==> src/rtl/orrl_pkg.sv <==
package orrl_pkg;

    localparam int RING_BYTES_DEF = 4096;
    localparam int MAX_RECORD_DEF = 1024;

    typedef enum logic [1:0] {
        OP_PUSH    = 2'd0,
        OP_BYTE    = 2'd1,
        OP_RESTART = 2'd2,
        OP_READ    = 2'd3
    } t_op;

    localparam logic [1:0] ST_OK       = 2'd0;
    localparam logic [1:0] ST_TOO_LONG = 2'd1;
    localparam logic [1:0] ST_NO_ROOM  = 2'd2;
    localparam logic [1:0] ST_SEQ      = 2'd3;

    // queued item, already classified by the front end
    typedef struct packed {
        t_op         op;
        logic [14:0] len;
        logic [7:0]  data;
        logic        over;
    } t_item;

    typedef struct packed {
        logic [12:0] used;
        logic [11:0] count;
        logic        done;
        logic        first;
        logic        last;
        logic [14:0] len;
        logic [7:0]  rbyte;
        logic [1:0]  status;
    } t_result;

endpackage

==> src/rtl/orrl_front.sv <==
module orrl_front #(
    parameter int MAX_RECORD = 1024
) (
    input  logic           i_clk,
    input  logic           i_rst_n,
    input  logic           i_valid,
    output logic           o_ready,
    input  logic [1:0]     i_op,
    input  logic [14:0]    i_len,
    input  logic [7:0]     i_data,
    output logic           o_item_vld,
    output orrl_pkg::t_item o_item,
    input  logic           i_pop
);
    import orrl_pkg::*;

    t_item      r_q [2];
    logic       r_wr;
    logic       r_rd;
    logic [1:0] r_cnt;
    t_item      w_new;
    logic       w_push;

    assign o_ready    = (r_cnt != 2'd2);
    assign w_push     = i_valid && o_ready;
    assign o_item_vld = (r_cnt != 2'd0);
    assign o_item     = r_q[r_rd];

    always_comb begin
        w_new.op   = t_op'(i_op);
        w_new.len  = i_len;
        w_new.data = i_data;
        w_new.over = (i_len > 15'(MAX_RECORD));
    end

    always_ff @(posedge i_clk) begin
        if (w_push) begin
            r_q[r_wr] <= w_new;
        end
    end

    always_ff @(posedge i_clk) begin
        if (!i_rst_n) begin
            r_wr  <= 1'b0;
            r_rd  <= 1'b0;
            r_cnt <= 2'd0;
        end else begin
            if (w_push) begin
                r_wr <= ~r_wr;
            end
            if (i_pop) begin
                r_rd <= ~r_rd;
            end
            r_cnt <= r_cnt + {1'b0, w_push} - {1'b0, i_pop};
        end
    end

endmodule

==> config.mk <==
export PLATFORM = sky130hd
export DESIGN_NAME = orrl_front
export DESIGN_NICKNAME = d
export VERILOG_FILES = /design/src/rtl/orrl_pkg.sv /design/src/rtl/orrl_front.sv
export SDC_FILE = /design/constraint.sdc
export NUM_CORES = 1
export LEC_CHECK = 0
export BUFFER_PORTS_ARGS = -buffer_cell sky130_fd_sc_hd__buf_2
export CAP_MARGIN = 20
export CORE_UTILIZATION = 30
export CTS_CLUSTER_DIAMETER = 50
export CTS_CLUSTER_SIZE = 30
export DETAILED_ROUTE_END_ITERATION = 16
export GPL_ROUTABILITY_DRIVEN = 1
export GPL_TIMING_DRIVEN = 0
export PLACE_DENSITY_LB_ADDON = 0.12
export SETUP_SLACK_MARGIN = 0.1
export SYNTH_ARGS = -nofsm -noshare
export SYNTH_HDL_FRONTEND = slang
export SYNTH_SLANG_ARGS = --single-unit
==> constraint.sdc <==
create_clock -name i_clk -period 2.25 [get_ports i_clk]
set_input_delay 0.1125 -clock i_clk [delete_from_list [all_inputs] [get_ports i_clk]]
set_output_delay 0.1125 -clock i_clk [all_outputs]
set_load 0.005 [all_outputs]
Word level (Yosys, flattened, before mapping)

Memory sizes are Yosys's and may differ from the RTL's. A register that Yosys moved wholly into a read port is not among the register bits.
Cells that the tools add are included.

Memory bits (writable): 52
Bits of input ports: 29
Memories kept: 1
Flip-flop bits (word level): 4

Memory list:

| name | depth | width | rd ports | clocked after Yosys merged registers in | wr ports | RTL line         | source |
|---|---|---|---|---|---|---|---|
| r_q  | 2     | 26    | 1        | 1                                       | 1        | orrl_front.sv:17 | `t_item r_q [2];` |

Add/sub/neg operators: 2
$lt $le $gt $ge: 1
Reductions and logical operators: 2
Multiplexer cells: 4
Equal/unequal tests: 1
Bitwise operators: 2

Operators with widths:

| kind                                                                   | count |
|---|---|
| 15-bit by 11-bit > comparator with 1-bit output, second input constant | 1 |
| 1-bit two-way mux                                                      | 4 |
| 2-bit by 1-bit adder with 2-bit output                                 | 1 |
| 2-bit inequality test, second input constant                           | 1 |
| 1-bit inverter                                                         | 2 |
| 2-bit nonzero test                                                     | 1 |
| 2-bit by 1-bit subtractor with 2-bit output                            | 1 |
| 1-bit logical AND                                                      | 1 |

Longest topological paths before layout

Depth after elaboration: 4
Mapped depth: 7

Worst setup path after synthesis

OpenSTA, ideal clock, no wires.

Kind: register to register
From: reg r_cnt[0]
To: mem r_q[1][0] (netlist bit), enable pin
Path buffers: 0
Arrival time: 1.251 ns
Cell stages (with the launch flop): 3
Library setup time: 0.385 ns
Slack: 0.613 ns
Cells stage by stage: dfxtp_1 > nand2b_1 > and3_1

Longest elaborated chain between the ends: 4

Ends and longest elaborated chain:

| element                                 | RTL line         | source |
|---|---|---|
| start: declaration                      | orrl_front.sv:20 | `logic [1:0] r_cnt;` |
| start signal: assignment                | orrl_front.sv:54 | `r_cnt <= r_cnt + {1'b0, w_push} - {1'b0, i_pop};` |
| 2-bit inequality test                   | orrl_front.sv:24 | `assign o_ready = (r_cnt != 2'd2);` |
| via o_ready                             | orrl_front.sv:7  | `output logic o_ready,` |
| 1-bit logical AND                       | orrl_front.sv:25 | `assign w_push = i_valid && o_ready;` |
| 1-bit two-way mux                       | orrl_front.sv:37 | `if (w_push) begin` |
| 1-bit two-way mux (not written as such) | orrl_front.sv:38 | `r_q[r_wr] <= w_new;` |
| end: declaration                        | orrl_front.sv:17 |  |

The timed path passes the listed nets, and every way through them passes these cells.

Worst setup path after layout

From: reg r_cnt[0]
To: reg r_cnt[1]

Longest elaborated chain between the ends: 4

Ends and longest elaborated chain:

| element                                       | RTL line |
|---|---|
| 2-bit inequality test                         | orrl_front.sv:24 |
| 1-bit logical AND                             | orrl_front.sv:25 |
| 2-bit by 1-bit adder with 2-bit output *      | orrl_front.sv:54 |
| 2-bit by 1-bit subtractor with 2-bit output * | orrl_front.sv:54 |

Mark *: on every way between the ends. The rest lies on a longest branch, timed or not.
A chain may end at the register's enable or synchronous reset.

==> impl_metrics.csv <==
group,metric,value,unit
sta,hold_violations,0,
run_status,status,"completed",
sta,max_freq,543.3,MHz
grt,grt_overflow_total,0,
min_path,hold_start,"i_len[10]",
routing,remaining_drc_errors,0,
sta,layout_min_cycle_time,1.841,ns
grt,grt_usage,12.00,%
grt,antenna_found_initial,0,
worst_setup_path,path_max_fanout,5,
logic_synthesis,ys_warn_count,0,
die,dieWidth,87.14,um
logic_synthesis,syn_area,2175,um^2
sta,tightestPinTransition,0.7320,ns
min_path,holdCritPathClass,"in -> reg",
worst_setup_path,crit_type,"reg -> reg",
clocking,numCtsBuffers,9,
clocking,cts.sinks,57,
routing,first_pass_iters,4,
worst_setup_path,worstPathArrival,2.12,ns
placed_design,hpwlAfterDp,2740,um
worst_setup_path,cp_top_family,"compound AO/OA/AOI/OAI gates",
grt,first_global_vias,1342,
sta,slew_viol_final,0,
worst_setup_path,reg2regPathDepth,7,
layout,fin_area,3047,um^2
logic_synthesis,synth_top_area_share,71.81,%
sta,slew-limit-headroom,51.20,%
clocking,clock_path_buffers,2,
die,die_y,87.14,um
die,start_util,31.49,%
clocking,post_cts_buffers,0,
layout,final_util,44.11,%
clocking,insertion_delay,0.33,ns
routing,ant_nets,0,
sta,final.period_utilization,81.80,%
placed_design,portBuffers,56,
layout,nets,238,
grt,grt_max_degree,27,
logic_synthesis,synth-seq-cells,57,
clocking,clk_pin_slew,0.06,ns
clocking,cts_tree,"built",
logic_synthesis,synth_nets,145,
worst_setup_path,cpMaxStageDelayCell,"a2111oi_0",
die,num_rows,30,
logic_synthesis,yosys-top-cells-area,"edfxtp_1, mux2_2, dfxtp_1",
grt,grt_first_pass_wirelength,6396,um
routing,viasPerCell,4.194,
clocking,htree_num_levels,3,
worst_setup_path,cp_slowest_stage_delay,0.47,ns
worst_setup_path,r2r-start,"r_cnt[0]",
min_path,hold_depth,1,
layout,drive_gt1_share,48.83,%
logic_synthesis,yosysTopAreaCell,"edfxtp_1",
sta,finalSetupViolCount,0,
pwr,vdd_drop_max,404.3,uV
sta,setup-tns-final,0,ns
placed_design,dpl-instance-area,2590,um^2
routing,vias,1296,
worst_setup_path,worstPathCellList,"nand2b_1 -> nand2_1 -> xnor2_1 -> ha_1 -> inv_1 -> a2111oi_0 -> a211o_1",
logic_synthesis,synthArstFlopShare,0,%
pwr,p_leak,0.001159,uW
logic_synthesis,synth.distinct_cells,26,
logic_synthesis,synth_edf_count,52,
logic_synthesis,synthFlopType,"edfxtp_1",
job,drv_cap,0,
sta,rsz0062_at_grt,"false",
routing,routed_wl,4207,um
layout,diodes,0,
routing,wl_per_cell,13.61,um
worst_setup_path,crit_buf_inv,1,
logic_synthesis,syn_inst,115,
worst_setup_path,reg2reg_slack,0.41,ns
pwr,power_density,842.9,nW/um^2
placed_design,place.gp.congestion,0.6305,
worst_setup_path,required,2.53,ns
sta,whs,0.01563,ns
die,coreArea,6907,um^2
worst_setup_path,crit_path_end_kind,"flop",
routing,drt_iter0_markers,51,
logic_synthesis,ys_seq_area_share,76.41,%
worst_setup_path,reg2reg_to,"r_cnt[1]",
sta,skew,0.008596,ns
clocking,root_buffer,"clkbuf_8",
min_path,holdPathEnd,"r_q[0][19]",
die,io_pins,57,
die,die_area,7593,um^2
layout,syn_to_final_growth,40.10,%
worst_setup_path,critPathLaunchType,"flop",
logic_synthesis,postSynthAreaPerCell,18.91,um^2
==> kinds of logic (layout without fill, tap and decap cells) <==
kind of cell	count (synthesis)	in the layout	share of synthesized area (%)
buffers and inverters	7	105	1.380
flip-flops	57	57	76.41
XOR/XNOR	2	2	0.8057
adder cells (fa/ha/maj)	1	1	0.5753
multiplexers	27	27	13.92
AND/OR/NAND/NOR	15	15	4.316
AO/OA/AOI/OAI	6	6	2.589
==> layout make-up <==
| class | instances | area (um^2) |
|---|---|---|
| tap | 96 | 120.1 |
| inverter | 4 | 15.01 |
| clock buffer | 13 | 148.9 |
| fill | 671 | 3860 |
| buffer | 3 | 15.01 |
| sequential | 57 | 1662 |
| clock inverter | 3 | 40.04 |
| multi-input combinational | 51 | 483.0 |
| timing repair buffer | 82 | 563.0 |
==> state kept, by name, summed over array words and instances, names as in the netlist, named ones only <==
name and count:
r_q 52, r_cnt 2, r_rd 1, r_wr 1
==> timing repair <==
| item | CTS | global route |
|---|---|---|
| gates resized for setup | 0 | 0 |
| hold endpoints to repair | 46 | 2 |
| hold buffers | 23 | 1 |
==> metrics by stage <==
| step | std cells | power, uW | setup WS, ns |
|---|---|---|---|
| finish | 309 | 2568 | 0.4094 |
| global route | 309 | 2682 | 0.2464 |
| CTS | 307 | 2589 | 0.3024 |
| detailed placement | 268 | 1636 | 0.3212 |
| global placement | 267 | 1617 | 0.2174 |
| floorplan | 115 | 1479 | 0.6135 |
==> synth_stat cells, types with 2 or more instances <==
cell type / number
nand3b_1: 2
xnor2_1: 2
mux2_2: 26
edfxtp_1: 52
dfxtp_1: 5
inv_1: 4
nand2_1: 2
buf_2: 3
nor2_1: 2
==> layout by cell type, fill, tap and decap left out <==
| cell | n |
|---|---|
| dfxtp_1 | 5 |
| clkbuf_8 | 10 |
| a2111oi_0 | 1 |
| buf_16 | 1 |
| or4_1 | 1 |
| mux2_2 | 26 |
| xnor2_1 | 2 |
| a21bo_2 | 1 |
| a21oi_1 | 1 |
| or4_4 | 1 |
| buf_8 | 1 |
| and3_1 | 1 |
| buf_2 | 59 |
| mux2i_1 | 1 |
| nand3b_1 | 2 |
| or2_2 | 1 |
| clkinv_2 | 2 |
| nand3_1 | 1 |
| edfxtp_1 | 52 |
| clkbuf_1 | 3 |
| o41ai_2 | 1 |
| nor4b_1 | 1 |
| a21boi_1 | 1 |
| ha_1 | 1 |
| nor2_1 | 2 |
| a211o_1 | 1 |
| nor4_1 | 1 |
| dlygate4sd3_1 | 24 |
| nand2b_1 | 1 |
| and2_1 | 1 |
| bufinv_16 | 1 |
| nand2_1 | 2 |
| inv_1 | 4 |
==> worst reg2reg max path: stages (launching register included) <==
cell and delay (ns):
dfxtp_1 0.38, nand2b_1 0.21, nand2_1 0.10, xnor2_1 0.18
ha_1 0.24, inv_1 0.05, a2111oi_0 0.47, a211o_1 0.16
==> layer usage <==
metal,share of wire (%),track usage (%),vias to the layer above,routed length (um)
li1,-,-,635,-
met1,41,12.92,618,1721
met2,51,19.83,34,2154
met3,5.8,4.645,9,245
met4,2.0,7.601,0,86
met5,0,0,-,0
==> worst max-delay path by stage <==
stage                     cells past startpoint  slack [ns]          to      from
after detailed placement                      3        0.32  r_q[0][11]  r_cnt[0]
after global routing                          7        0.25    r_cnt[1]  r_cnt[0]
final                                         7        0.41    r_cnt[1]  r_cnt[0]
after CTS                                     3        0.30   r_q[0][8]  r_cnt[0]
after floorplan                               2        0.61   r_q[1][0]  r_cnt[0]
after global placement                        2        0.22  r_q[1][12]  r_cnt[0]
==> power by group <==
group          total, uW  internal, uW  leakage (uW)  switching, uW
clock                914           539     0.0000974            375
sequential          1290          1260      0.000524           25.8
combinational        366           199      0.000538            167
total               2570          2000       0.00116            568
No activity file was read; power rests on OpenSTA's default activity.
